==> config.mk <==
export PLATFORM = sky130hd
export DESIGN_NAME = http_header_tokenizer_core
export DESIGN_NICKNAME = d
export VERILOG_FILES = /design/src/rtl/htt_pkg.sv /design/src/rtl/htt_parse_step.sv /design/src/rtl/http_header_tokenizer_core.sv
export VERILOG_INCLUDE_DIRS = /design/src /design/src/rtl
export SDC_FILE = /design/constraint.sdc
export NUM_CORES = 1
export LEC_CHECK = 0
export ABC_AREA = 1
export BUFFER_PORTS_ARGS = -buffer_cell sky130_fd_sc_hd__clkbuf_2
export CORE_ASPECT_RATIO = 0.9
export CORE_UTILIZATION = 30
export DETAILED_ROUTE_END_ITERATION = 6
export GPL_TIMING_DRIVEN = 0
export PLACE_DENSITY = 0.51
export SETUP_SLACK_MARGIN = 0.05
export SYNTH_ARGS = -nofsm -noshare
export SYNTH_HDL_FRONTEND = slang
export SYNTH_SLANG_ARGS = --single-unit
==> constraint.sdc <==
create_clock -name clock -period 4.7 [get_ports clock]
set_input_delay 0.47 -clock clock [delete_from_list [all_inputs] [get_ports clock]]
set_output_delay 0.47 -clock clock [all_outputs]
set_load 0.02 [all_outputs]
==> src/rtl/http_header_tokenizer_core_assert.svh <==
// Assertion macros shared by the HTTP header tokenizer RTL.
// Depends on a clock named clock and a synchronous reset named reset in the including scope.
`ifndef HTTP_HEADER_TOKENIZER_CORE_ASSERT_SVH
`define HTTP_HEADER_TOKENIZER_CORE_ASSERT_SVH

// The consequent must hold in the cycle after the antecedent.
`define HTT_ASSERT_NEXT(lbl, ante, cons, msg) \
   lbl: assert property (@(posedge clock) disable iff (reset) (ante) |=> (cons)) else $error(msg);

// The consequent must hold in the same cycle as the antecedent.
`define HTT_ASSERT_SAME(lbl, ante, cons, msg) \
   lbl: assert property (@(posedge clock) disable iff (reset) (ante) |-> (cons)) else $error(msg);

`endif

==> src/rtl/htt_pkg.sv <==
// Shared constants and types of the HTTP header tokenizer.
// Used by htt_parse_step and http_header_tokenizer_core; no dependencies.
package htt_pkg;

   localparam int PhaseW = 4;
   localparam int CountW = 16;
   localparam int ClassW = 3;

   localparam logic [PhaseW-1:0] PH_START  = 4'd0;
   localparam logic [PhaseW-1:0] PH_KEY    = 4'd1;
   localparam logic [PhaseW-1:0] PH_COLON  = 4'd2;
   localparam logic [PhaseW-1:0] PH_SPACE  = 4'd3;
   localparam logic [PhaseW-1:0] PH_VALUE  = 4'd4;
   localparam logic [PhaseW-1:0] PH_CR     = 4'd5;
   localparam logic [PhaseW-1:0] PH_LF     = 4'd6;
   localparam logic [PhaseW-1:0] PH_END_CR = 4'd7;
   localparam logic [PhaseW-1:0] PH_BODY   = 4'd8;
   localparam logic [PhaseW-1:0] PH_ERROR  = 4'd9;

   localparam logic [ClassW-1:0] CL_IGNORED = 3'd0;
   localparam logic [ClassW-1:0] CL_KEY     = 3'd1;
   localparam logic [ClassW-1:0] CL_SEP     = 3'd2;
   localparam logic [ClassW-1:0] CL_VALUE   = 3'd3;
   localparam logic [ClassW-1:0] CL_LINE    = 3'd4;
   localparam logic [ClassW-1:0] CL_HDONE   = 3'd5;
   localparam logic [ClassW-1:0] CL_BODY    = 3'd6;
   localparam logic [ClassW-1:0] CL_ERROR   = 3'd7;

   localparam logic [7:0] CH_COLON = 8'h3A;
   localparam logic [7:0] CH_SPACE = 8'h20;
   localparam logic [7:0] CH_CR    = 8'h0D;
   localparam logic [7:0] CH_LF    = 8'h0A;

   localparam logic [CountW-1:0] SPAN_RESET = 16'd255;
   localparam logic [CountW-1:0] COUNT_MAX  = 16'hFFFF;

   // Outcome of one byte: next parser state and the classification.
   typedef struct packed {
      logic [PhaseW-1:0] phase;
      logic [CountW-1:0] offset;
      logic [ClassW-1:0] byte_class;
      logic [CountW-1:0] value_count;
   } step_type;

endpackage

==> src/rtl/htt_parse_step.sv <==
// Next-state and classification logic of the tokenizer for one byte.
// Depends on htt_pkg.
module htt_parse_step (
   input  logic [htt_pkg::PhaseW-1:0] phase,
   input  logic [htt_pkg::CountW-1:0] offset,
   input  logic [htt_pkg::CountW-1:0] max_span,
   input  logic [7:0]                 data_byte,
   input  logic                       restart,
   output htt_pkg::step_type          step
);
   import htt_pkg::*;

   logic [PhaseW-1:0] cur_phase;
   logic [CountW-1:0] cur_off;
   logic [CountW-1:0] off_inc;
   logic [CountW-1:0] new_off;
   logic [CountW-1:0] new_inc;
   logic [PhaseW-1:0] next_phase;
   logic [ClassW-1:0] cls;
   logic              is_colon, is_space, is_cr, is_lf;

   assign cur_phase = restart ? PH_START : phase;
   assign cur_off   = restart ? '0 : offset;
   assign off_inc   = (cur_off == COUNT_MAX) ? COUNT_MAX : cur_off + 16'd1;
   assign is_colon  = (data_byte == CH_COLON);
   assign is_space  = (data_byte == CH_SPACE);
   assign is_cr     = (data_byte == CH_CR);
   assign is_lf     = (data_byte == CH_LF);

   always_comb begin
      next_phase = PH_ERROR;
      cls        = CL_ERROR;
      new_off    = cur_off;
      unique case (cur_phase)
         PH_START: begin
            if (is_cr || is_lf) begin
               cls = CL_IGNORED; next_phase = PH_START;
            end else if (!is_colon) begin
               cls = CL_KEY; next_phase = PH_KEY; new_off = '0;
            end
         end
         PH_KEY: begin
            if (is_colon) begin
               cls = CL_SEP; next_phase = PH_COLON;
            end else if (!is_cr && !is_lf) begin
               cls = CL_KEY; next_phase = PH_KEY;
            end
         end
         PH_COLON: begin
            if (is_space) begin
               cls = CL_SEP; next_phase = PH_SPACE;
            end
         end
         PH_SPACE: begin
            cls = CL_VALUE; next_phase = PH_VALUE; new_off = '0;
         end
         PH_VALUE: begin
            if (is_cr) begin
               cls = CL_LINE; next_phase = PH_CR;
            end else if (off_inc <= max_span) begin
               cls = CL_VALUE; next_phase = PH_VALUE; new_off = off_inc;
            end
         end
         PH_CR: begin
            if (is_lf) begin
               cls = CL_LINE; next_phase = PH_LF;
            end
         end
         PH_LF: begin
            if (is_cr) begin
               cls = CL_HDONE; next_phase = PH_END_CR;
            end else if (!is_colon && !is_lf) begin
               cls = CL_KEY; next_phase = PH_KEY; new_off = '0;
            end
         end
         PH_END_CR: begin
            if (is_lf) begin
               cls = CL_HDONE; next_phase = PH_BODY;
            end
         end
         PH_BODY: begin
            cls = CL_BODY; next_phase = PH_BODY;
         end
         default: begin
            // Error phase and unused codes stay in error.
            next_phase = PH_ERROR;
            cls        = CL_ERROR;
         end
      endcase
   end

   assign new_inc = (new_off == COUNT_MAX) ? COUNT_MAX : new_off + 16'd1;

   always_comb begin
      step.phase      = next_phase;
      step.offset     = new_off;
      step.byte_class = cls;
      if (next_phase == PH_VALUE || next_phase == PH_CR || next_phase == PH_LF) begin
         step.value_count = new_inc;
      end else begin
         step.value_count = '0;
      end
   end

endmodule

==> src/rtl/http_header_tokenizer_core.sv <==
// Top level of the HTTP header tokenizer: stream ports, parser state and result register.
// Depends on htt_pkg, htt_parse_step and http_header_tokenizer_core_assert.svh.
`include "http_header_tokenizer_core_assert.svh"

// The tokenizer takes one header byte per item and returns exactly one result item per
// byte, labeling it ignored, key, separator, value, line done, headers done, body or
// error, together with the byte itself and the running count of value bytes. It takes a
// new item in every cycle: the parser state lives in two small registers that update at
// the accepting edge, and the result is loaded into an output register at that same edge,
// so the throughput is one byte per cycle as long as the result side keeps taking items.
// The input is ready whenever the output register is empty or is being emptied in the
// same cycle. An error is sticky; only an item with the restart flag set (or reset)
// brings the parser back to the start state, and restart acts before the byte it comes
// with is classified. The span limit is written through csr_we/csr_wdata and should
// only change while no items are in flight; it resets to 255.
module http_header_tokenizer_core (
   input  logic        clock,
   input  logic        reset,
   // Input items.
   input  logic        req_tvalid,
   output logic        req_tready,
   input  logic [7:0]  req_tdata,   // [7:0] data_byte
   input  logic        req_tuser,   // [0] restart
   // Result items.
   output logic        rsp_tvalid,
   input  logic        rsp_tready,
   output logic [23:0] rsp_tdata,   // [7:0] echo_byte, [23:8] value_count
   output logic [2:0]  rsp_tuser,   // [2:0] byte_class
   // Span limit register.
   input  logic        csr_we,
   input  logic [15:0] csr_wdata    // [15:0] max_value_span
);
   import htt_pkg::*;

   logic [PhaseW-1:0] phase_ff, phase_in;
   logic [CountW-1:0] offset_ff, offset_in;
   logic [CountW-1:0] span_ff, span_in;
   logic              rsp_valid_ff, rsp_valid_in;
   logic [ClassW-1:0] rsp_class_ff, rsp_class_in;
   logic [7:0]        rsp_byte_ff, rsp_byte_in;
   logic [CountW-1:0] rsp_count_ff, rsp_count_in;
   logic              accept;
   step_type          step;

   // The output register frees up in the same cycle its item is taken.
   assign req_tready = !rsp_valid_ff || rsp_tready;
   assign accept     = req_tvalid && req_tready;

   htt_parse_step u_step (
      .phase     (phase_ff),
      .offset    (offset_ff),
      .max_span  (span_ff),
      .data_byte (req_tdata),
      .restart   (req_tuser),
      .step      (step)
   );

   always_comb begin
      phase_in     = phase_ff;
      offset_in    = offset_ff;
      rsp_class_in = rsp_class_ff;
      rsp_byte_in  = rsp_byte_ff;
      rsp_count_in = rsp_count_ff;
      span_in      = csr_we ? csr_wdata : span_ff;
      if (accept) begin
         phase_in     = step.phase;
         offset_in    = step.offset;
         rsp_class_in = step.byte_class;
         rsp_byte_in  = req_tdata;
         rsp_count_in = step.value_count;
      end
      if (accept) begin
         rsp_valid_in = 1'b1;
      end else if (rsp_tready) begin
         rsp_valid_in = 1'b0;
      end else begin
         rsp_valid_in = rsp_valid_ff;
      end
   end

   always_ff @(posedge clock) begin
      if (reset) begin
         phase_ff     <= PH_START;
         offset_ff    <= '0;
         span_ff      <= SPAN_RESET;
         rsp_valid_ff <= 1'b0;
      end else begin
         phase_ff     <= phase_in;
         offset_ff    <= offset_in;
         span_ff      <= span_in;
         rsp_valid_ff <= rsp_valid_in;
      end
   end

   // Result payload needs no reset; it is qualified by rsp_valid_ff.
   always_ff @(posedge clock) begin
      rsp_class_ff <= rsp_class_in;
      rsp_byte_ff  <= rsp_byte_in;
      rsp_count_ff <= rsp_count_in;
   end

   assign rsp_tvalid = rsp_valid_ff;
   assign rsp_tuser  = rsp_class_ff;
   assign rsp_tdata  = {rsp_count_ff, rsp_byte_ff};

   // Once in error, only a restart item can leave it.
   `HTT_ASSERT_NEXT(a_error_sticky, accept && !req_tuser && phase_ff == PH_ERROR, phase_ff == PH_ERROR && rsp_tuser == CL_ERROR, "error phase left without restart")
   // After the empty line every byte is body.
   `HTT_ASSERT_NEXT(a_body_class, accept && !req_tuser && phase_ff == PH_BODY, rsp_tuser == CL_BODY, "byte after headers not marked as body")
   // An accepted item always shows up in the output register the next cycle.
   `HTT_ASSERT_NEXT(a_result_loaded, accept, rsp_valid_ff && rsp_byte_ff == $past(req_tdata), "accepted item missing from result register")
   // Error and key results never carry a value count.
   `HTT_ASSERT_SAME(a_count_zero, rsp_valid_ff && (rsp_class_ff == CL_ERROR || rsp_class_ff == CL_KEY), rsp_count_ff == '0, "nonzero count outside a value")

endmodule

=== Word-level counts from Yosys, hierarchy flattened ===
Index checks and enable logic that the tools add are counted.

* Bits in registers: 64
* Latch bits: 0
* RAM bits: 0
* Bits in read-only memories: 0
* Bits of input ports: 30
* Output and inout port bits: 29
* Word-level logic and storage cells: 77
* Memories: 0

* Add/subtract/negate cells: 2
* Multipliers: 0
* Div/mod/pow operators: 0
* Order comparisons: 1
* Eq/ne operators: 17
* Shift-type cells: 0
* Muxes and demuxes: 37
* Bitwise operators: 0
* Reductions and logical operators: 13

{| class="wikitable"
|+ Operator list
! kind !! number
|-
| $mux W16 || 9
|-
| $pmux W16 S4 || 1
|-
| $mux W4 || 11
|-
| $pmux W4 S9 || 1
|-
| $add A16 B1 Y16 const B || 2
|-
| $eq A16 B16 Y1 const B || 2
|-
| $eq A4 B3 Y1 const B || 7
|-
| $mux W3 || 9
|-
| $pmux W3 S9 || 1
|-
| $eq A8 B4 Y1 const B || 2
|-
| $eq A8 B6 Y1 const B || 2
|-
| $le A16 B16 Y1 || 1
|-
| $eq A4 B2 Y1 const B || 2
|-
| $eq A4 B1 Y1 const B || 1
|-
| $eq A4 B4 Y1 const B || 1
|-
| $logic_not A1 Y1 || 4
|-
| $logic_not A4 Y1 || 1
|-
| $logic_or A1 B1 Y1 || 4
|-
| $mux W2 || 2
|-
| $logic_and A1 B1 Y1 || 3
|-
| $mux W1 || 3
|-
| $reduce_bool A2 Y1 || 1
|}

=== Depth between registers and ports, before layout ===
Gate-level depths: netlist of run 1.

* Depth after elaboration: 10
* Gate-level depth with buffers: 33
* Mapped depth without buffers: 31

=== Hierarchy ===
From an unflattened synthesis of run 1, not the netlist that was laid out.

* Cells, all modules: 731
* Area, all modules: 4,837.1 sq um

{| class="wikitable"
|+ By module, submodules not included
! module !! instances !! cells an instance !! area each (sq um) !! sequential area each (sq um)
|-
| htt_parse_step || 1 || 498 || 2,487.4 || 0.0
|-
| http_header_tokenizer_core || 1 || 233 || 2,349.8 || 1,551.5
|}

=== Worst setup path after synthesis of run 1 ===
OpenSTA, ideal clock, no wires.

* Path kind: input-to-reg
* From: in req_tuser
* To: reg rsp_count_ff[12] (data pin)
* Setup time: 0.257 ns
* Arrival: 3.540 ns
* Data required time: 4.443 ns
* Slack: 0.904 ns
* Stages on the path: 26
* Buffers on the path: 2
* Cells stage by stage: inv_4 > buf_2 > nand3_1 > nor2_2 > nand2_1 > xor2_1 > nor2_1 > inv_1 > ha_1 > a21o_1 > nor2_1 > nand2_1 > nand2_1 > nand2_1 > nand2_2 > nand2_1 > buf_2 > nand2_1 > nand3_1 > nand2_1 > ha_1 > nand3_2 > nor2_2 > nand3_1 > nor3b_1 > nor2_1

{| class="wikitable"
|+ RTL lines
! what !! line !! text
|-
| from (decl) || http_header_tokenizer_core.sv:23 || <nowiki>input logic req_tuser,</nowiki>
|-
| to (signal assigned) || http_header_tokenizer_core.sv:99 || <nowiki>rsp_count_ff <= rsp_count_in;</nowiki>
|-
| to (decl) || http_header_tokenizer_core.sv:41 || <nowiki>logic [CountW-1:0] rsp_count_ff, rsp_count_in;</nowiki>
|}

==> impl_metrics.json, run 1 <==
{
  "p_int_mw": 1.106,
  "synth_top_flop_cell": "dfxtp_1",
  "ir_drop_uv": 214.4,
  "min_path_type": "input pin to register",
  "r2r_cells": 28,
  "crit_family": "simple AND/OR/NAND/NOR gates",
  "combPwrFrac_pct": 16.8,
  "n_fill_cell": 1570,
  "swShare_pct": 29.16,
  "htree_levels": 3,
  "wl_met1_um": 6125,
  "min-delay-start": "req_tdata[6]",
  "drv_cap": 0,
  "setup_ws_ns": 0.3648,
  "critical_path_required_ns": 4.79,
  "vias_per_cell": 4.832,
  "dp_hpwl_um": 10290,
  "grt_setup_unrepaired": "false",
  "tightest_slew_ns": 0.9363,
  "power.total_mw": 1.561,
  "wl_per_cell_um": 14.02,
  "skew_ns": 0.007511,
  "synth_area_leaders": "edfxtp_1 18%, dfxtp_1 16%, nand2_1 11%",
  "first_global_vias": 4429,
  "overflow": 0,
  "root_buffer": "clkbuf_16",
  "drv_slew": 0,
  "die_w_um": 131.9,
  "seq_area_um2": 1551,
  "ys_warn_count": 0,
  "crit_buf_inv": 5,
  "start_kind": "input pin",
  "crit_fanout": 10,
  "diodes": 0,
  "vias": 4508,
  "fin_crit_ns": 4.335,
  "synth.most_common_cell": "nand2_1",
  "cp.depth": 29,
  "place.gp.congestion": 0.9111,
  "drtPass1Iterations": 6,
  "slowest_delay_ns": 0.23,
  "dpl_worst_slack_ns": -0.3001,
  "holdPathStages": 1,
  "worst-setup-path-type": "input pin to register",
  "setup_violations": 0,
  "place_area_um2": 5095,
  "route.detailed.drc": 0,
  "wl_um": 13080,
  "synthesis.area_um2": 4556,
  "powerDensity_nw_per_um2": 287.8,
  "top_layer": "met4",
  "async_flop_share_pct": 0,
  "post-route-period-util_pct": 92.24,
  "yosys.area.top_type": "edfxtp_1",
  "wl_met3_um": 603,
  "drive_gt1_share_pct": 20.27,
  "status": "finished, final reports clean",
  "ys_seq_elements": 64,
  "clockBufferDepth": 2,
  "grt_max_degree": 37,
  "endpoint_kind": "register",
  "clockPowerShare_pct": 42.7,
  "path_clk_slew_ns": 0.05,
  "power_frac_seq_pct": 40.6,
  "fmax_mhz": 230.7,
  "numCtsBuffers": 9,
  "synth_commonest_cells": "139 x nand2_1, 107 x inv_1, 57 x nand3_1",
  "r2r_start": "offset_ff[10]",
  "clock-sinks": 64,
  "power.switching_mw": 0.4552,
  "post-cts-setup-buffer-count": 0,
  "timing.rr.end": "rsp_count_ff[12]",
  "drtAntennaViolNets": 0,
  "grt_util_all_layers_pct": 17.70,
  "cp.arrival_ns": 4.42,
  "r2r_setup_slack_ns": 0.46,
  "fin_area_um2": 5424,
  "leakage_nw": 2.730,
  "synth_enable_flop_cells": 27,
  "layout.nets": 777,
  "hold_violations": 0,
  "dieArea_um2": 15680,
  "io_pins": 59,
  "avgSynthCellArea_um2": 6.892,
  "hold-path-endpoint": "rsp_byte_ff[6]",
  "multi_input_area_um2": 2469,
  "syn_inst": 661,
  "grt_pass1_wl_um": 21670,
  "syn_nets": 708,
  "yosysUniqueCellTypes": 45,
  "clock_latency_ns": 0.34,
  "start_util_pct": 30.85,
  "core_area_um2": 14770,
  "relSlewSlack_pct": 36.79,
  "rows": 42,
  "antenna_found_initial": 0,
  "crit_top_cell": "nand2_1",
  "critPathSlowestCell": "ha_1",
  "cts_tree": "done",
  "drtIter0Drc": 223,
  "port-buffer-count": 58,
  "wl_met2_um": 6084,
  "ys_seq_area_share_pct": 34.06,
  "die_y_um": 118.9,
  "syn2layout_area_growth_pct": 19.06,
  "synth_top_area_share_pct": 17.80
}
-- repair_timing --
| item | CTS | global route |
|---|---|---|
| gates resized for setup | 1 | 9 |
| setup endpoints to repair | 1 | 16 |
| hold buffers | 0 | 0 |
| pin swaps | 0 | 0 |
| cloned | 0 | 0 |
-- layout make-up --
cell class | count | area share [%]
plain buffers | 19 | 2.168
clock buffers | 10 | 4.221
clock inverters | 6 | 1.107
inverters | 121 | 8.466
multi-input cells | 457 | 45.51
flip-flops and latches | 64 | 28.60
well taps | 198 | 4.567
repair buffers | 58 | 5.352
-- worst reg2reg max path, delay by kind of cell (launching register included) --
| family | cells | cell delay (ns) |
|---|---|---|
| flip-flops | 1 | 0.33 |
| adder cells (fa/ha/maj) | 2 | 0.46 |
| AND/OR/NAND/NOR | 21 | 2.46 |
| AO/OA/AOI/OAI | 1 | 0.22 |
| buffers and inverters | 4 | 0.53 |
-- how the worst max path moves through the flow --
stage / startpoint / endpoint / slack [ns]
detailed placement: req_tuser / rsp_count_ff[12] / -0.30
CTS: req_tuser / rsp_count_ff[12] / 0.09
floorplan: req_tuser / rsp_count_ff[12] / 0.90
global placement: req_tuser / rsp_count_ff[12] / -0.26
finish: req_tuser / rsp_count_ff[12] / 0.36
global route: req_tuser / rsp_count_ff[12] / 0.08
-- sequential cells by signal, summed over array words and instances, names as in the netlist --
register      cells
phase_ff          4
rsp_count_ff     16
offset_ff        16
rsp_byte_ff       8
span_ff          16
rsp_tvalid        1
rsp_tuser         3
-- cell usage in the layout, fill, tap and decap left out, types with 9 or more instances in the layout --
| master | count |
|---|---|
| nand3_1 | 55 |
| nand4_1 | 11 |
| a21oi_1 | 50 |
| nand2_2 | 13 |
| edfxtp_1 | 27 |
| nor2_2 | 13 |
| clkbuf_16 | 9 |
| xor2_1 | 9 |
| nor3_1 | 10 |
| dfxtp_1 | 37 |
| ha_1 | 17 |
| nand2_1 | 138 |
| clkbuf_2 | 59 |
| inv_2 | 11 |
| nor2_1 | 50 |
| o21ai_0 | 38 |
| inv_1 | 107 |
-- cells by family (layout without fill, tap and decap cells) --
group                      count (synthesis)  after routing  share of synthesized area [%]
AOI/OAI and AO/OA                        114            114                          14.09
xor gates and xnor gates                  10             10                          1.923
adders and majority gates                 17             17                          4.669
buffers and inverters                    140            214                          12.52
DFF                                       64             64                          34.06
and+or+nand+nor                          316            316                          32.74
-- power groups by stage --
stage	Sequential [mW]	Combinational [mW]	Clock [mW]
after floorplan	0.658	0.161	0
after global placement	0.645	0.254	0
after detailed placement	0.645	0.258	0
after CTS	0.633	0.260	0.688
after global routing	0.637	0.298	0.705
final	0.633	0.262	0.666
-- stage by stage --
step           hold WS, ns  util [%]  instances  TNS (ns)
2_1_floorplan       0.4348         -        661         0
3_3_place_gp        0.4584     34.49        917    -2.307
3_5_place_dp        0.4620     34.50        917    -3.085
4_1_cts             0.3101     36.49        933         0
5_1_grt             0.3202     36.73        933         0
6_report            0.3235     36.73        933         0
-- per-layer routing --
metal / vias up / GRT usage (%)
met4: 0 / 6.613
met5: - / 0
met2: 115 / 29.96
li1: 2289 / -
met3: 14 / 3.363
met1: 2090 / 22.25
(Power assumes the default switching activity.)
==> inputs of run 2 (changes only) <==
--- a/config.mk
+++ b/config.mk
@@ -10,8 +10,8 @@
 export BUFFER_PORTS_ARGS = -buffer_cell sky130_fd_sc_hd__clkbuf_2
 export CORE_ASPECT_RATIO = 0.9
 export CORE_UTILIZATION = 30
+export CTS_BUF_LIST = sky130_fd_sc_hd__clkbuf_8
 export DETAILED_ROUTE_END_ITERATION = 6
-export GPL_TIMING_DRIVEN = 0
 export PLACE_DENSITY = 0.51
 export SETUP_SLACK_MARGIN = 0.05
 export SYNTH_ARGS = -nofsm -noshare
==> run 2 against run 1 <==
Effect of this change: via count decreased by 0.47%; final cell count is 0.96% higher; die area unchanged; global-route usage shrank 0.84 points.
==> impl_metrics.json, run 2 (synthesis gave the netlist of run 1 again) <==
{
  "status": "finished, final reports clean",
  "cts.repair.resized": 0,
  "fin_crit_ns": 3.993,
  "hold_buffers": 0,
  "layout_common_cells": "139 x nand2_1, 110 x inv_1, 58 x clkbuf_2",
  "htree_levels": 3,
  "io_pins": 59,
  "die_w_um": 131.9,
  "numCtsBuffers": 9,
  "grt_max_degree": 42,
  "holdPathStages": 1,
  "setup_ws_ns": 0.7069,
  "ir_drop_uv": 100.6,
  "hold-path-endpoint": "rsp_byte_ff[6]",
  "start_util_pct": 30.85,
  "top_regs": "offset_ff: 16 flops, rsp_count_ff: 16 flops, span_ff: 16 flops",
  "drv_slew": 0,
  "clockPowerShare_pct": 34.5,
  "setup_violations": 0,
  "root_buffer": "clkbuf_8",
  "combPwrFrac_pct": 19.0,
  "post-cts-setup-buffer-count": 0,
  "syn2layout_area_growth_pct": 18.46,
  "setup_tns_ns": 0,
  "vias": 4487,
  "timing.rr.end": "rsp_count_ff[12]",
  "wl_met2_um": 5833,
  "wl_met1_um": 5902,
  "wl_um": 12470,
  "drtAntennaViolNets": 0,
  "r2r_setup_slack_ns": 0.76,
  "cts_tree": "done",
  "r2r_cells": 24,
  "core_area_um2": 14770,
  "holdWs_ns": 0.2944,
  "min_path_type": "input pin to register",
  "diodes": 0,
  "critPathLaunch": "req_tuser",
  "place.gp.congestion": 0.8890,
  "mostFrequentLayoutCell": "nand2_1",
  "wl_per_cell_um": 13.23,
  "grt_util_all_layers_pct": 16.87,
  "first_global_vias": 4350,
  "swShare_pct": 31.09,
  "rows": 42,
  "clock-sinks": 64,
  "endpoint_kind": "register",
  "overflow": 0,
  "layout.nets": 786,
  "worst-setup-path-type": "input pin to register",
  "critical_path_required_ns": 4.82,
  "clock_latency_ns": 0.37,
  "drv_cap": 0,
  "leakage_nw": 2.771,
  "tightest_slew_ns": 0.9296,
  "post-route-period-util_pct": 84.96,
  "fmax_mhz": 250.4,
  "dpl_worst_slack_ns": 0.3497,
  "hold_violations": 0,
  "antenna_found_initial": 0,
  "grt_pass1_wl_um": 20850,
  "wl_met3_um": 430,
  "crit_fanout": 16,
  "power.switching_mw": 0.4227,
  "place_area_um2": 5215,
  "power_frac_seq_pct": 46.5,
  "cp.arrival_ns": 4.11,
  "die_y_um": 118.9,
  "dp_hpwl_um": 9696,
  "min-delay-start": "req_tdata[6]",
  "grt_setup_unrepaired": "false",
  "skew_ns": 0.01997,
  "drtIter0Drc": 197,
  "top_layer": "met4",
  "dieArea_um2": 15680,
  "p_int_mw": 0.9368,
  "clockBufferDepth": 2,
  "vias_per_cell": 4.763,
  "start_kind": "input pin",
  "r2r_start": "offset_ff[8]",
  "powerDensity_nw_per_um2": 251.9,
  "port-buffer-count": 58,
  "drtPass1Iterations": 6,
  "relSlewSlack_pct": 37.24,
  "route.detailed.drc": 0,
  "power.total_mw": 1.360,
  "drive_gt1_share_pct": 21.37,
  "path_clk_slew_ns": 0.07,
  "fin_area_um2": 5396
}
-- run 2: layout make-up --
type	count	area, um^2
Sequential cell	64	1551
Tap cell	198	247.7
Clock inverter	7	57.56
Fill cell	1577	9370
Inverter	121	456.7
Clock buffer	9	123.9
Timing Repair Buffer	86	525.5
Multi-Input combinational cell	457	2434
-- run 2: metrics by stage --
stage | utilization, % | instances
4_1_cts | 36.54 | 942
3_5_place_dp | 35.32 | 926
2_1_floorplan | - | 661
5_1_grt | 36.54 | 942
3_3_place_gp | 35.32 | 926
6_report | 36.54 | 942
-- run 2: power by group through the flow --
stage | clock (mW) | sequential (mW) | combinational (mW)
after floorplan | 0 | 0.658 | 0.161
after global placement | 0 | 0.645 | 0.258
after detailed placement | 0 | 0.644 | 0.258
after CTS | 0.488 | 0.632 | 0.260
after global routing | 0.509 | 0.636 | 0.294
final | 0.470 | 0.632 | 0.258
-- run 2: how the worst max path moves through the flow --
| stage | end | depth (start not counted) |
|---|---|---|
| floorplan | rsp_count_ff[12] | 26 |
| global placement | rsp_count_ff[12] | 30 |
| detailed placement | rsp_count_ff[12] | 26 |
| CTS | rsp_count_ff[12] | 27 |
| global route | rsp_count_ff[12] | 24 |
| finish | rsp_count_ff[12] | 24 |
-- run 2: metal layers --
layer,global-route usage [%],vias to the layer above
met5,0,-
met4,6.904,0
met3,3.789,22
met2,27.91,88
met1,21.14,2072
li1,-,2305
-- run 2: worst max-delay path, stage by stage --
cell and delay (ns):
clkbuf_2 0.18, inv_4 0.19, nand3_1 0.14, nor2_2 0.26, nand3_1 0.13, nand2_1 0.08
nand2_1 0.07, nor2_1 0.18, inv_1 0.07, ha_1 0.29, nand3_1 0.07, nor3_1 0.22
nand4_1 0.15, nand2_2 0.10, nand2_1 0.19, nand2_1 0.11, nand3_1 0.07, nand2_1 0.15
ha_1 0.23, nand3_2 0.14, nor2_2 0.14, nand3_1 0.17, nor3b_1 0.23, nor2_1 0.06
